==> src/hw/rtl/socl_pkg.sv <==
package socl_pkg;

   localparam int IN_DIM_W    = 11;
   localparam int CELL_W      = 21;
   localparam int MAX_DIM_DEF = 1024;

   localparam int REQ_DATA_W  = 48;
   localparam int RSP_DATA_W  = 24;

   // walk directions
   localparam logic [1:0] DIR_RIGHT = 2'd0;
   localparam logic [1:0] DIR_DOWN  = 2'd1;
   localparam logic [1:0] DIR_LEFT  = 2'd2;
   localparam logic [1:0] DIR_UP    = 2'd3;

   typedef enum logic [2:0] {
      ST_IDLE,
      ST_AREA,
      ST_INIT,
      ST_LEG,
      ST_MUL,
      ST_SUM,
      ST_RESP
   } state_type;

endpackage

==> src/hw/rtl/spiral_order_cell_locator.sv <==
// Spiral cell locator: each request beat names a grid (rows x cols, cells numbered row-major
// from 1), a turn sense, a start corner and a one-based step count; the response beat carries
// the number of the cell reached at that step of a spiral walk from the corner inward, or
// range_error with cell 0 when the step count is zero or beyond rows x cols, or a dimension is
// zero or above MAX_DIM. One request is worked on at a time: req_tready is high only while the
// block is idle. The leg loop walks one spiral leg per cycle, at most rows + cols legs, with one
// shared position adder; a single shared multiplier forms both rows x cols and the final
// row x cols product. The response then waits in its register until rsp_tready.
module spiral_order_cell_locator #(
   parameter int MAX_DIM = socl_pkg::MAX_DIM_DEF
) (
   input  logic                              clock,
   input  logic                              reset,
   input  logic                              req_tvalid,
   output logic                              req_tready,
   // [10:0] grid_rows, [21:11] grid_cols, [22] counter_clockwise, [24:23] start_corner,
   // [45:25] step_count, [47:46] zero
   input  logic [socl_pkg::REQ_DATA_W-1:0]   req_tdata,
   output logic                              rsp_tvalid,
   input  logic                              rsp_tready,
   // [20:0] cell_number, [23:21] zero
   output logic [socl_pkg::RSP_DATA_W-1:0]   rsp_tdata,
   // [0] range_error
   output logic                              rsp_tuser
);

   localparam int DIM_W  = $clog2(MAX_DIM + 1);
   localparam int POS_W  = DIM_W + 1;
   localparam int PROD_W = 2 * DIM_W;
   localparam int CMP_W  = (PROD_W > socl_pkg::CELL_W) ? PROD_W : socl_pkg::CELL_W;
   localparam int LEN_W  = (POS_W > socl_pkg::CELL_W) ? POS_W : socl_pkg::CELL_W;

   socl_pkg::state_type state_ff, state_in;

   logic [socl_pkg::IN_DIM_W-1:0] rows_ff, rows_in;
   logic [socl_pkg::IN_DIM_W-1:0] cols_ff, cols_in;
   logic                          ccw_ff, ccw_in;
   logic [1:0]                    corner_ff, corner_in;
   logic [socl_pkg::CELL_W-1:0]   k_ff, k_in;
   logic [1:0]                    dir_ff, dir_in;
   logic signed [POS_W-1:0]       r_ff, r_in;
   logic signed [POS_W-1:0]       c_ff, c_in;
   logic signed [POS_W-1:0]       hlen_ff, hlen_in;
   logic signed [POS_W-1:0]       vlen_ff, vlen_in;
   logic [PROD_W-1:0]             mul_ff, mul_in;
   logic [socl_pkg::CELL_W-1:0]   cell_ff, cell_in;
   logic                          err_ff, err_in;

   // shared units
   logic [DIM_W-1:0]              mul_a, mul_b;
   logic signed [POS_W-1:0]       len, mv, base, sum;
   logic                          hit;
   logic                          dims_ok;
   logic signed [POS_W-1:0]       rows_s, cols_s, r0, c0;
   logic [1:0]                    dir0;

   assign rows_s = $signed({1'b0, DIM_W'(rows_ff)});
   assign cols_s = $signed({1'b0, DIM_W'(cols_ff)});
   assign dims_ok = (rows_ff != '0) && (cols_ff != '0) &&
                    (int'(rows_ff) <= MAX_DIM) && (int'(cols_ff) <= MAX_DIM);

   assign len  = dir_ff[0] ? vlen_ff : hlen_ff;
   assign hit  = !len[POS_W-1] &&
                 (LEN_W'(k_ff) <= LEN_W'($unsigned(len)));
   assign mv   = hit ? $signed(POS_W'(k_ff)) : len;
   assign base = dir_ff[0] ? r_ff : c_ff;
   assign sum  = dir_ff[1] ? (base - mv) : (base + mv);

   assign dir0 = ccw_ff ? (corner_ff + 2'd1) : corner_ff;
   assign r0   = corner_ff[1] ? (rows_s - POS_W'(1)) : '0;
   assign c0   = (corner_ff[0] ^ corner_ff[1]) ? (cols_s - POS_W'(1)) : '0;

   always_comb begin
      mul_a = (state_ff == socl_pkg::ST_MUL) ? r_ff[DIM_W-1:0] : DIM_W'(rows_ff);
      mul_b = DIM_W'(cols_ff);
   end

   always_ff @(posedge clock) begin
      if (reset) begin
         state_ff <= socl_pkg::ST_IDLE;
      end else begin
         state_ff <= state_in;
      end
   end

   always_ff @(posedge clock) begin
      rows_ff   <= rows_in;
      cols_ff   <= cols_in;
      ccw_ff    <= ccw_in;
      corner_ff <= corner_in;
      k_ff      <= k_in;
      dir_ff    <= dir_in;
      r_ff      <= r_in;
      c_ff      <= c_in;
      hlen_ff   <= hlen_in;
      vlen_ff   <= vlen_in;
      mul_ff    <= mul_in;
      cell_ff   <= cell_in;
      err_ff    <= err_in;
   end

   always_comb begin
      state_in  = state_ff;
      rows_in   = rows_ff;
      cols_in   = cols_ff;
      ccw_in    = ccw_ff;
      corner_in = corner_ff;
      k_in      = k_ff;
      dir_in    = dir_ff;
      r_in      = r_ff;
      c_in      = c_ff;
      hlen_in   = hlen_ff;
      vlen_in   = vlen_ff;
      mul_in    = mul_ff;
      cell_in   = cell_ff;
      err_in    = err_ff;
      req_tready = 1'b0;
      rsp_tvalid = 1'b0;

      case (state_ff)
         socl_pkg::ST_IDLE: begin
            req_tready = 1'b1;
            if (req_tvalid) begin
               rows_in   = req_tdata[10:0];
               cols_in   = req_tdata[21:11];
               ccw_in    = req_tdata[22];
               corner_in = req_tdata[24:23];
               k_in      = req_tdata[45:25];
               state_in  = socl_pkg::ST_AREA;
            end
         end
         socl_pkg::ST_AREA: begin
            mul_in   = mul_a * mul_b;
            state_in = socl_pkg::ST_INIT;
         end
         socl_pkg::ST_INIT: begin
            if (!dims_ok || (k_ff == '0) || (CMP_W'(k_ff) > CMP_W'(mul_ff))) begin
               cell_in  = '0;
               err_in   = 1'b1;
               state_in = socl_pkg::ST_RESP;
            end else begin
               dir_in  = dir0;
               hlen_in = cols_s;
               vlen_in = rows_s;
               r_in    = r0;
               c_in    = c0;
               // back up one cell so the first leg lands on the corner
               case (dir0)
                  socl_pkg::DIR_RIGHT: c_in = c0 - POS_W'(1);
                  socl_pkg::DIR_DOWN:  r_in = r0 - POS_W'(1);
                  socl_pkg::DIR_LEFT:  c_in = c0 + POS_W'(1);
                  socl_pkg::DIR_UP:    r_in = r0 + POS_W'(1);
                  default:             r_in = r0;
               endcase
               if (dir0[0]) begin
                  hlen_in = cols_s - POS_W'(1);
               end else begin
                  vlen_in = rows_s - POS_W'(1);
               end
               state_in = socl_pkg::ST_LEG;
            end
         end
         socl_pkg::ST_LEG: begin
            if (len[POS_W-1]) begin
               cell_in  = '0;
               err_in   = 1'b1;
               state_in = socl_pkg::ST_RESP;
            end else begin
               if (dir_ff[0]) begin
                  r_in = sum;
               end else begin
                  c_in = sum;
               end
               if (hit) begin
                  state_in = socl_pkg::ST_MUL;
               end else begin
                  k_in = k_ff - socl_pkg::CELL_W'($unsigned(len));
                  if (dir_ff[0]) begin
                     vlen_in = vlen_ff - POS_W'(1);
                  end else begin
                     hlen_in = hlen_ff - POS_W'(1);
                  end
                  dir_in = ccw_ff ? (dir_ff - 2'd1) : (dir_ff + 2'd1);
               end
            end
         end
         socl_pkg::ST_MUL: begin
            mul_in = mul_a * mul_b;
            if (r_ff[POS_W-1] || c_ff[POS_W-1] || (r_ff >= rows_s) || (c_ff >= cols_s)) begin
               cell_in  = '0;
               err_in   = 1'b1;
               state_in = socl_pkg::ST_RESP;
            end else begin
               state_in = socl_pkg::ST_SUM;
            end
         end
         socl_pkg::ST_SUM: begin
            cell_in  = socl_pkg::CELL_W'(mul_ff) +
                       socl_pkg::CELL_W'($unsigned(c_ff)) + socl_pkg::CELL_W'(1);
            err_in   = 1'b0;
            state_in = socl_pkg::ST_RESP;
         end
         socl_pkg::ST_RESP: begin
            rsp_tvalid = 1'b1;
            if (rsp_tready) begin
               state_in = socl_pkg::ST_IDLE;
            end
         end
         default: begin
            state_in = socl_pkg::ST_IDLE;
         end
      endcase
   end

   assign rsp_tdata = {{(socl_pkg::RSP_DATA_W - socl_pkg::CELL_W){1'b0}}, cell_ff};
   assign rsp_tuser = err_ff;

   // an error beat always carries cell 0
   a_err_zero: assert property (@(posedge clock) disable iff (reset)
      rsp_tvalid && rsp_tuser |-> rsp_tdata == '0)
      else $error("error beat with nonzero cell");

   // a good beat never carries cell 0
   a_good_nonzero: assert property (@(posedge clock) disable iff (reset)
      rsp_tvalid && !rsp_tuser |-> rsp_tdata != '0)
      else $error("good beat with cell 0");

   // no new request while a response is pending
   a_busy: assert property (@(posedge clock) disable iff (reset)
      rsp_tvalid |-> !req_tready)
      else $error("ready while response pending");

   // an accepted request is followed by the range check via the multiplier
   a_accept_area: assert property (@(posedge clock) disable iff (reset)
      req_tvalid && req_tready |=> state_ff == socl_pkg::ST_AREA)
      else $error("accept did not start area step");

   // after the leg that holds the step, the position does not exceed rows or cols
   a_pos_bound: assert property (@(posedge clock) disable iff (reset)
      state_ff == socl_pkg::ST_LEG && hit |=> (r_ff <= rows_s) && (c_ff <= cols_s))
      else $error("position beyond grid");

endmodule

==> config.mk <==
export PLATFORM = sky130hd
export DESIGN_NAME = spiral_order_cell_locator
export DESIGN_NICKNAME = d
export VERILOG_FILES = /design/src/hw/rtl/socl_pkg.sv /design/src/hw/rtl/spiral_order_cell_locator.sv
export SDC_FILE = /design/constraint.sdc
export NUM_CORES = 1
export LEC_CHECK = 0
export ABC_CLOCK_PERIOD_IN_PS = 14450
export BUFFER_PORTS_ARGS = -buffer_cell sky130_fd_sc_hd__buf_2
export CAP_MARGIN = 20
export CELL_PAD_IN_SITES_DETAIL_PLACEMENT = 0
export CELL_PAD_IN_SITES_GLOBAL_PLACEMENT = 2
export CORE_MARGIN = 5
export CORE_UTILIZATION = 40
export CTS_BUF_LIST = sky130_fd_sc_hd__clkbuf_8 sky130_fd_sc_hd__clkbuf_16
export DETAILED_ROUTE_END_ITERATION = 8
export GPL_ROUTABILITY_DRIVEN = 0
export PLACE_DENSITY_LB_ADDON = 0.1
export SETUP_SLACK_MARGIN = 0.02
export SYNTH_ARGS = -nofsm -noshare
export SYNTH_HDL_FRONTEND = slang
export SYNTH_SLANG_ARGS = --single-unit
export TNS_END_PERCENT = 1
==> constraint.sdc <==
create_clock -name clock -period 14.45 [get_ports clock]
set_input_delay 1.445 -clock clock [delete_from_list [all_inputs] [get_ports clock]]
set_output_delay 1.445 -clock clock [all_outputs]
set_load 0.01 [all_outputs]
==> flow_summary.yaml, run 1 <==
setup_path:
  crit_buf_inv: 5
  worst-path-max-fanout: 27
  path_cells: "inv_1 -> and2_1 -> buf_4 -> o21ai_1 -> nand2_1 -> fa_1 -> fa_1 -> inv_1 -> ha_1 -> fa_1 -> inv_1 -> fa_1 -> inv_1 -> ha_1 -> a21o_1 -> a21oi_1 -> nand2_1 -> or4_1 -> a41oi_1 -> a21oi_1 -> a211o_1 -> a21oi_1 -> xnor2_1"
  cp.required_ns: 14.65
  crit_path_end_kind: "flip-flop"
  crit_start: "state_ff[0]"
  startpoint_type: "flip-flop"
  timing_worst_setup_path_type: "reg2reg"
  path_delay_family: "adder cells"
  arrival_ns: 7.43
  slowest_stage: "o21ai_1"
  timing.rr.start: "state_ff[0]"
  slowest_delay_ns: 0.80
floorplan:
  die_area_sq_um: 42000
  rows: 71
  start_util_pct: 40.5
  io_pins: 79
  core_area_sq_um: 37600
  die_h_microns: 205
  die-width_microns: 205
synth:
  synth.distinct_cells: 78
  synthTopCellsByCount: "nand2_1 (188), inv_1 (184), ha_1 (163)"
  synth_top_area_share_pct: 27.6
  yosys.area.top_type: "edfxtp_1"
  syn_area_sq_um: 15200
  ys_warn_count: 0
  syn_inst: 1691
  async_reset_ff_share_pct: 0
  yosys_register_bits: 143
  yosysSeqAreaShare_pct: 28.0
  post-synth-top-count-cell: "nand2_1"
  synthTopCellsByArea: "edfxtp_1 (28%), ha_1 (13%), fa_1 (11%)"
  ys.flop_type: "edfxtp_1"
  synth_area_per_cell_sq_um: 9.00
  synth_edf_count: 140
sta:
  rsz0062_at_grt: "false"
  timing.final.crit_share_pct: 50.1
  fin_skew_ns: 0.0115
  fmax_mhz: 138
  max_slew.worst_pin.slew_ns: 1.03
  min_period_ns: 7.24
  slew_headroom_pct: 31.1
  maxSlewViolCount: 0
  setup_viol: 0
  fin_tns_setup_ns: 0
  hold_viol_final: 0
  hold_ws_ns: 0.644
cts:
  ctsResizeCount: 0
  cts.sinks: 143
  clockBufferDepth: 2
  cts.reportedPaths.clkPinSlew_ns: 0.07
  cts_setup_buffers: 0
  cts-htree-levels: 4
  root_buffer: "clkbuf_16"
  cts.hold.buffers_added: 0
  cts-buffers-inserted: 17
  worstSkewPairLatency_ns: 0.45
  cts_tree: "done"
final_layout:
  multiInputGateArea_sq_um: 10000
  finalNetCount: 2043
  syn_to_final_growth_pct: 9.95
  seq_area_sq_um: 4260
  drive_above_1_share_pct: 9.40
  fin_cells: 2267
  fillers: 3766
  fin_util_pct: 44.5
  antenna_cells: 0
detailed_routing:
  drt_iter0_drc: 804
  final_antenna_net_count: 0
  routedWlPerCell_microns: 20.1
  avgViaCountPerCell: 5.25
  post-route-drc-count: 0
  vias: 11900
  routed_wl_microns: 45600
  dr.pass1.iters: 5
global_routing:
  gr-usage-all-layers_pct: 22.2
  grt_max_degree: 82
  grt_pass1_vias: 12000
  grt_overflow_total: 0
  grt_pass1_wl_microns: 71100
  antenna_found_initial: 0
flow_run:
  drv_cap: 0
placement:
  place_inst: 2234
  dp_hpwl_microns: 36500
  io_buffers: 73
hold_path:
  hp-start: "state_ff[2]"
  hp-class: "reg2reg"
status:
  outcome: "complete, no violations"
-- metal layers --
metal	track usage (%)	routed length, microns
met1	31.9	22200
met2	35.0	20300
met3	3.64	2260
met4	5.86	850
met5	0	0
-- through the flow --
| step | worst slack [ns] | cell area, sq um |
|---|---|---|
| 3_3_place_gp | 7.26 | 16100 |
| 4_1_cts | 7.20 | 16700 |
| 5_1_grt | 6.55 | 16700 |
| 6_report | 7.21 | 16700 |
| 3_5_place_dp | 7.23 | 16100 |
| 2_1_floorplan | 8.03 | 15200 |
-- final cells by class --
class	count	area share, %
Multi-Input combinational cell	1301	59.8
Sequential cell	143	25.5
Inverter	189	4.24
Tap cell	511	3.82
Timing Repair Buffer	91	2.99
Clock buffer	17	2.54
Clock inverter	15	1.08
-- worst paths after layout --
kind                               endpoint  slack, ns  depth (start not counted)
worst max-delay path             mul_ff[21]       7.21                         23
worst min-delay path            state_ff[2]       0.64                          2
worst max register to register   mul_ff[21]       7.21                         23
worst min register to register  state_ff[2]       0.64                          2
-- cell usage in the layout, fill, tap and decap left out, drive strengths merged, types with 34 or more instances in the layout --
master	n
a21o	34
nand2	189
nor3	37
xor2	46
fa	85
edfxtp	140
ha	163
inv	192
xnor2	98
buf	91
a21oi	91
o21ai	98
nor2	159
-- sequential cells by signal, summed over array words and instances (netlist names) --
register / flops
c_ff: 12
ccw_ff: 1
cell_ff: 21
k_ff: 21
state_ff: 3
rows_ff: 11
cols_ff: 11
rsp_tuser: 1
vlen_ff: 12
hlen_ff: 12
corner_ff: 2
r_ff: 12
mul_ff: 22
dir_ff: 2
-- worst reg2reg max path, delay by kind of cell (launching register included) --
family	cells	cell delay, ns
xor gates and xnor gates	1	0.09
buffers and inverters	5	0.54
adders and majority gates	6	2.75
DFF	1	0.59
AOI/OAI and AO/OA	7	2.04
and+or+nand+nor	4	0.97
-- logic make-up (layout without fill, tap and decap cells) --
logic type | Yosys count | in the layout | share of synthesized area, %
flops | 143 | 143 | 28.0
fa+ha+maj | 248 | 248 | 24.6
buf+inv | 249 | 312 | 6.39
simple gates | 554 | 554 | 17.5
xor+xnor | 144 | 144 | 8.39
compound gates | 327 | 327 | 13.4
other cells | 1 | 3 | 0.0246
mux | 25 | 25 | 1.74
Power of run 1 is left out: the tool's default activity adds up to more than one toggle a clock period on the data nets, which glitch-free logic cannot reach.
==> run 2, diff against run 1 <==
--- a/config.mk
+++ b/config.mk
@@ -5,13 +5,14 @@
 export SDC_FILE = /design/constraint.sdc
 export NUM_CORES = 1
 export LEC_CHECK = 0
-export ABC_CLOCK_PERIOD_IN_PS = 14450
+export ABC_AREA = 1
+export ABC_CLOCK_PERIOD_IN_PS = 6150
 export BUFFER_PORTS_ARGS = -buffer_cell sky130_fd_sc_hd__buf_2
 export CAP_MARGIN = 20
 export CELL_PAD_IN_SITES_DETAIL_PLACEMENT = 0
 export CELL_PAD_IN_SITES_GLOBAL_PLACEMENT = 2
 export CORE_MARGIN = 5
-export CORE_UTILIZATION = 40
+export CORE_UTILIZATION = 35
 export CTS_BUF_LIST = sky130_fd_sc_hd__clkbuf_8 sky130_fd_sc_hd__clkbuf_16
 export DETAILED_ROUTE_END_ITERATION = 8
 export GPL_ROUTABILITY_DRIVEN = 0
==> constraint.sdc (replaced) <==
create_clock -name clock -period 6.15 [get_ports clock]
set_input_delay 0.615 -clock clock [delete_from_list [all_inputs] [get_ports clock]]
set_output_delay 0.615 -clock clock [all_outputs]
set_load 0.01 [all_outputs]
==> run 2 against run 1 <==
Against the previous run: clock skew up 0.0019 ns; final cell count up 16%; global-route usage down 0.60 points; maximum frequency up 22%; first-iteration DRC count up 32%; sequential share of layout area down 0.80 points; critical path type unchanged; non-clock buffer count up 47; synthesized cell count up 14%.
==> flow_summary.yaml, run 2 <==
global_routing:
  antenna_found_initial: 0
  grt_pass1_vias: 13300
  grt_pass1_wl_microns: 77700
  grt_overflow_total: 0
  grt_max_degree: 57
  gr-usage-all-layers_pct: 21.6
setup_path:
  crit_path_end_kind: "flip-flop"
  timing_worst_setup_path_type: "reg2reg"
  cp.required_ns: 6.36
  startpoint_type: "flip-flop"
  crit_start: "state_ff[0]"
  critPathCapture: "mul_ff[18]"
  worst-path-max-fanout: 6
  reg2reg_to: "mul_ff[18]"
  timing.rr.start: "state_ff[0]"
  reg2reg_slack_ns: 0.23
  slowest_stage: "fa_1"
  arrival_ns: 6.13
  slowest_delay_ns: 0.57
  ff2ff_path_depth: 28
detailed_routing:
  dr.pass1.iters: 5
  final_antenna_net_count: 0
  routedWlPerCell_microns: 19.1
  avgViaCountPerCell: 5.01
  drt_iter0_drc: 1059
  routed_wl_microns: 50500
  post-route-drc-count: 0
  vias: 13200
final_layout:
  fillers: 4540
  largest_register_ffs: 22
  reg.largest.list: "mul_ff x22, cell_ff x21, k_ff x21"
  final_cell_mix: "nand2_1 (398), inv_1 (301), nor2_1 (198)"
  drive_above_1_share_pct: 11.1
  fin_cells: 2640
  finalNetCount: 2342
  antenna_cells: 0
  syn_to_final_growth_pct: 13.7
  largest-register: "mul_ff"
  final_common_cell: "nand2_1"
placement:
  pre_cts_ws_ns: 0.0638
  io_buffers: 73
  dp_hpwl_microns: 41500
  place_inst: 2602
sta:
  fin_skew_ns: 0.0135
  fmax_mhz: 169
  min_period_ns: 5.92
  max_slew.worst_pin.slew_ns: 1.07
  fin_tns_setup_ns: 0
  worst_slack_ns: 0.228
  hold_ws_ns: 0.316
  maxSlewViolCount: 0
  timing.final.crit_share_pct: 96.3
  setup_viol: 0
  hold_viol_final: 0
  rsz0062_at_grt: "true"
  slew_headroom_pct: 28.6
floorplan:
  rows: 76
  die-width_microns: 218
  die_h_microns: 218
  start_util_pct: 35.3
  die_area_sq_um: 47700
  core_area_sq_um: 43000
  io_pins: 79
cts:
  cts-htree-levels: 4
  cts_tree: "done"
  cts.hold.buffers_added: 0
  clockBufferDepth: 2
  root_buffer: "clkbuf_16"
  cts.reportedPaths.clkPinSlew_ns: 0.07
  cts.sinks: 143
  worstSkewPairLatency_ns: 0.47
  cts-buffers-inserted: 17
synth:
  synthTopCellsByArea: "edfxtp_1 (28%), ha_1 (13%), fa_1 (11%)"
  yosysSeqAreaShare_pct: 28.1
  synth.distinct_cells: 53
  synth_area_per_cell_sq_um: 7.88
  async_reset_ff_share_pct: 0
  synthTopCellsByCount: "nand2_1 (398), inv_1 (304), nor2_1 (201)"
  synth_top_area_share_pct: 27.7
  ys.flop_type: "edfxtp_1"
  yosys.area.top_type: "edfxtp_1"
  ys_warn_count: 0
  synth_edf_count: 140
  post-synth-top-count-cell: "nand2_1"
  syn_inst: 1927
  yosys_register_bits: 143
  syn_area_sq_um: 15200
hold_path:
  hp-class: "in2reg"
flow_run:
  drv_cap: 0
status:
  outcome: "complete, no violations"
==> run 2: timing repair <==
| item | in CTS | in global routing |
|---|---|---|
| gates resized for setup | 0 | 23 |
| setup buffers | 0 | 2 |
| setup endpoints to repair | 0 | 9 |
==> run 2: final cells by class <==
type	count	area [sq um]	share of cell area, %
Multi-Input combinational cell	1427	9630	55.7
Sequential cell	143	4260	24.7
Inverter	314	1180	6.85
Timing Repair Buffer	138	861	4.98
Tap cell	585	732	4.24
Clock buffer	17	425	2.46
Clock inverter	15	169	0.978
Timing Repair inverter	1	7.51	0.0435
==> run 2: critical path, delay by kind of cell, from the launching register on <==
kind                     cells  cell delay (ns)
adder cells (fa/ha/maj)      6             2.83
flip-flops                   1             0.34
buffers and inverters        8             0.80
AO/OA/AOI/OAI                6             0.78
XOR/XNOR                     1             0.16
AND/OR/NAND/NOR              7             0.74
==> run 2: logic make-up after synthesis <==
| logic type | Yosys count | synth area share, % |
|---|---|---|
| compound gates | 330 | 12.4 |
| flops | 143 | 28.1 |
| other cells | 1 | 0.0247 |
| buf+inv | 359 | 9.16 |
| simple gates | 775 | 21.5 |
| xor+xnor | 70 | 4.09 |
| fa+ha+maj | 248 | 24.6 |
| mux | 1 | 0.0741 |
==> run 2: worst min path at each step <==
stage | startpoint | to | cells after the start | slack, ns
6_report | req_tdata[7] | rows_ff[7] | 1 | 0.32
5_1_grt | req_tdata[7] | rows_ff[7] | 1 | 0.30
4_1_cts | req_tdata[7] | rows_ff[7] | 1 | 0.28
3_5_place_dp | rows_ff[1] | vlen_ff[1] | 2 | 0.63
3_3_place_gp | rows_ff[1] | vlen_ff[1] | 2 | 0.63
2_1_floorplan | rows_ff[1] | vlen_ff[1] | 2 | 0.56
==> run 2: layer usage <==
metal	track usage [%]	part of all wire (%)	vias to the layer above
met1	30.3	48	6241
met2	34.6	45	311
met5	0	0	-
met4	6.85	2.6	0
li1	-	-	6610
met3	3.13	4.7	63
==> run 2: metrics by stage <==
stage	cell area, sq um	util [%]
after floorplan	15200	-
after global placement	16600	38.5
after detailed placement	16600	38.5
after CTS	17200	39.9
after global routing	17300	40.2
final	17300	40.2
Power of run 2 is left out for the same reason.
==> run 3, diff against run 2 <==
--- a/config.mk
+++ b/config.mk
@@ -6,17 +6,13 @@
 export NUM_CORES = 1
 export LEC_CHECK = 0
 export ABC_AREA = 1
-export ABC_CLOCK_PERIOD_IN_PS = 6150
+export ABC_CLOCK_PERIOD_IN_PS = 7500
 export BUFFER_PORTS_ARGS = -buffer_cell sky130_fd_sc_hd__buf_2
 export CAP_MARGIN = 20
-export CELL_PAD_IN_SITES_DETAIL_PLACEMENT = 0
-export CELL_PAD_IN_SITES_GLOBAL_PLACEMENT = 2
 export CORE_MARGIN = 5
-export CORE_UTILIZATION = 35
+export CORE_UTILIZATION = 40
 export CTS_BUF_LIST = sky130_fd_sc_hd__clkbuf_8 sky130_fd_sc_hd__clkbuf_16
 export DETAILED_ROUTE_END_ITERATION = 8
-export GPL_ROUTABILITY_DRIVEN = 0
-export PLACE_DENSITY_LB_ADDON = 0.1
 export SETUP_SLACK_MARGIN = 0.02
 export SYNTH_ARGS = -nofsm -noshare
 export SYNTH_HDL_FRONTEND = slang
==> constraint.sdc (replaced) <==
create_clock -name clock -period 7.5 [get_ports clock]
set_input_delay 0.75 -clock clock [delete_from_list [all_inputs] [get_ports clock]]
set_output_delay 0.75 -clock clock [all_outputs]
set_load 0.01 [all_outputs]
==> run 3 against run 2 <==
Against the previous run: via count grew 0.64%; critical path depth shrank 1; worst setup slack gained 0.62 ns; register-to-register slack gained 0.62 ns; die area shrank 12%; final area shrank 2.2%; global-route usage shrank 0.21 points; sequential cell count is the same; non-clock buffer count shrank 37; final cell count shrank 4.2%; critical path type unchanged; highest routed layer is now met5.
==> flow_summary.yaml, run 3 (synthesis results as in run 2) <==
status:
  outcome: "complete, no violations"
hold_path:
  hp-class: "in2reg"
  hold_depth: 1
  hp-start: "req_tdata[15]"
  worstHoldEndpoint: "cols_ff[4]"
final_layout:
  finalNetCount: 2304
  final_cell_mix: "nand2_1 (398), inv_1 (304), nor2_1 (199)"
  drive_above_1_share_pct: 8.82
  largest-register: "mul_ff"
  syn_to_final_growth_pct: 11.2
  final_common_cell: "nand2_1"
  reg.largest.list: "mul_ff x22, cell_ff x21, k_ff x21"
  largest_register_ffs: 22
  antenna_cells: 0
detailed_routing:
  post-route-drc-count: 0
  drt_iter0_drc: 1147
  dr.pass1.iters: 5
  vias: 13300
  final_antenna_net_count: 0
  avgViaCountPerCell: 5.26
  routedWlPerCell_microns: 17.7
  routed_wl_microns: 44700
setup_path:
  ff2ff_path_depth: 27
  arrival_ns: 6.84
  timing.rr.start: "state_ff[2]"
  startpoint_type: "flip-flop"
  reg2reg_to: "mul_ff[21]"
  crit_path_end_kind: "flip-flop"
  worst-path-max-fanout: 24
  reg2reg_slack_ns: 0.85
  timing_worst_setup_path_type: "reg2reg"
  cp.required_ns: 7.69
placement:
  place.gp.congestion: 0.911
  dp_hpwl_microns: 36000
  io_buffers: 73
  pre_cts_ws_ns: 0.888
sta:
  fin_tns_setup_ns: 0
  max_slew.worst_pin.slew_ns: 0.989
  rsz0062_at_grt: "false"
  hold_viol_final: 0
  fin_skew_ns: 0.0128
  timing.final.crit_share_pct: 88.7
  fmax_mhz: 150
  setup_viol: 0
  worst_slack_ns: 0.849
  min_period_ns: 6.65
  slew_headroom_pct: 34.1
  maxSlewViolCount: 0
cts:
  clockBufferDepth: 2
  cts_tree: "done"
  ctsResizeCount: 0
  cts_setup_buffers: 0
  worstSkewPairLatency_ns: 0.45
  cts.reportedPaths.clkPinSlew_ns: 0.07
  root_buffer: "clkbuf_16"
  cts-htree-levels: 4
  cts-buffers-inserted: 17
  cts.sinks: 143
  cts.hold.buffers_added: 0
floorplan:
  start_util_pct: 40.4
  rows: 71
  die-width_microns: 205
  die_h_microns: 205
  io_pins: 79
  die_area_sq_um: 42000
  core_area_sq_um: 37600
global_routing:
  grt_overflow_total: 0
  antenna_found_initial: 1
  grt_max_degree: 38
  grt_pass1_vias: 13000
  grt_pass1_wl_microns: 70200
  gr-usage-all-layers_pct: 21.4
flow_run:
  drv_cap: 0
## run 3: cell count changes in the layout (fill, tap and decap cells not counted), sizes merged
cell,change
clkinv,-3
clkinvlp,-3
bufinv,+2
buf,-37
inv,+3
## run 3: final cells by class
type | instances | area, sq um
Fill cell | 3739 | 20700
Tap cell | 511 | 639
Clock inverter | 15 | 231
Sequential cell | 143 | 4260
Timing Repair Buffer | 101 | 579
Inverter | 314 | 1180
Clock buffer | 17 | 425
Multi-Input combinational cell | 1427 | 9570
## run 3: metal layers
| metal | wire, microns | part of all wire (%) | track usage, % |
|---|---|---|---|
| met5 | 13 | 0.029 | 0 |
| met4 | 974 | 2.2 | 5.98 |
| met3 | 3330 | 7.4 | 3.51 |
| met2 | 19700 | 44 | 33.6 |
| met1 | 20700 | 46 | 30.7 |
## run 3: stage by stage
step	instance area (sq um)	hold slack (ns)	util, %	cells
2_1_floorplan	15200	0.557	-	1929
3_3_place_gp	16200	0.635	43.1	2493
3_5_place_dp	16200	0.642	43.1	2493
4_1_cts	16900	0.457	44.9	2525
5_1_grt	16900	0.460	45.0	2528
6_report	16900	0.472	45.0	2528
## run 3: worst max-delay path, stage by stage (launching register included)
cell and delay, ns:
dfxtp_1 0.43, inv_1 0.13, nor2_1 0.27, inv_1 0.39
o21ai_0 0.37, buf_4 0.22, inv_1 0.04, buf_4 0.16
nand2_1 0.09, fa_1 0.46, fa_1 0.40, inv_1 0.09
fa_1 0.44, fa_1 0.55, inv_1 0.06, fa_1 0.53
inv_1 0.04, ha_1 0.37, nand2_1 0.09, o21ai_0 0.24
a21oi_1 0.10, o21ai_0 0.32, nand3_1 0.12, nand2_1 0.11
a21oi_1 0.07, nor2_1 0.08, nor2_1 0.05, xor2_1 0.14
## run 3: how the worst max path moves through the flow
stage                     slack [ns]         from          to
after global placement          0.95  state_ff[2]  mul_ff[21]
final                           0.85  state_ff[2]  mul_ff[21]
after global routing            0.26  state_ff[2]  mul_ff[21]
after CTS                       0.85  state_ff[2]  mul_ff[21]
after detailed placement        0.89  state_ff[2]  mul_ff[21]
after floorplan                 1.78  state_ff[2]  mul_ff[18]
Power of run 3 is left out for the same reason.
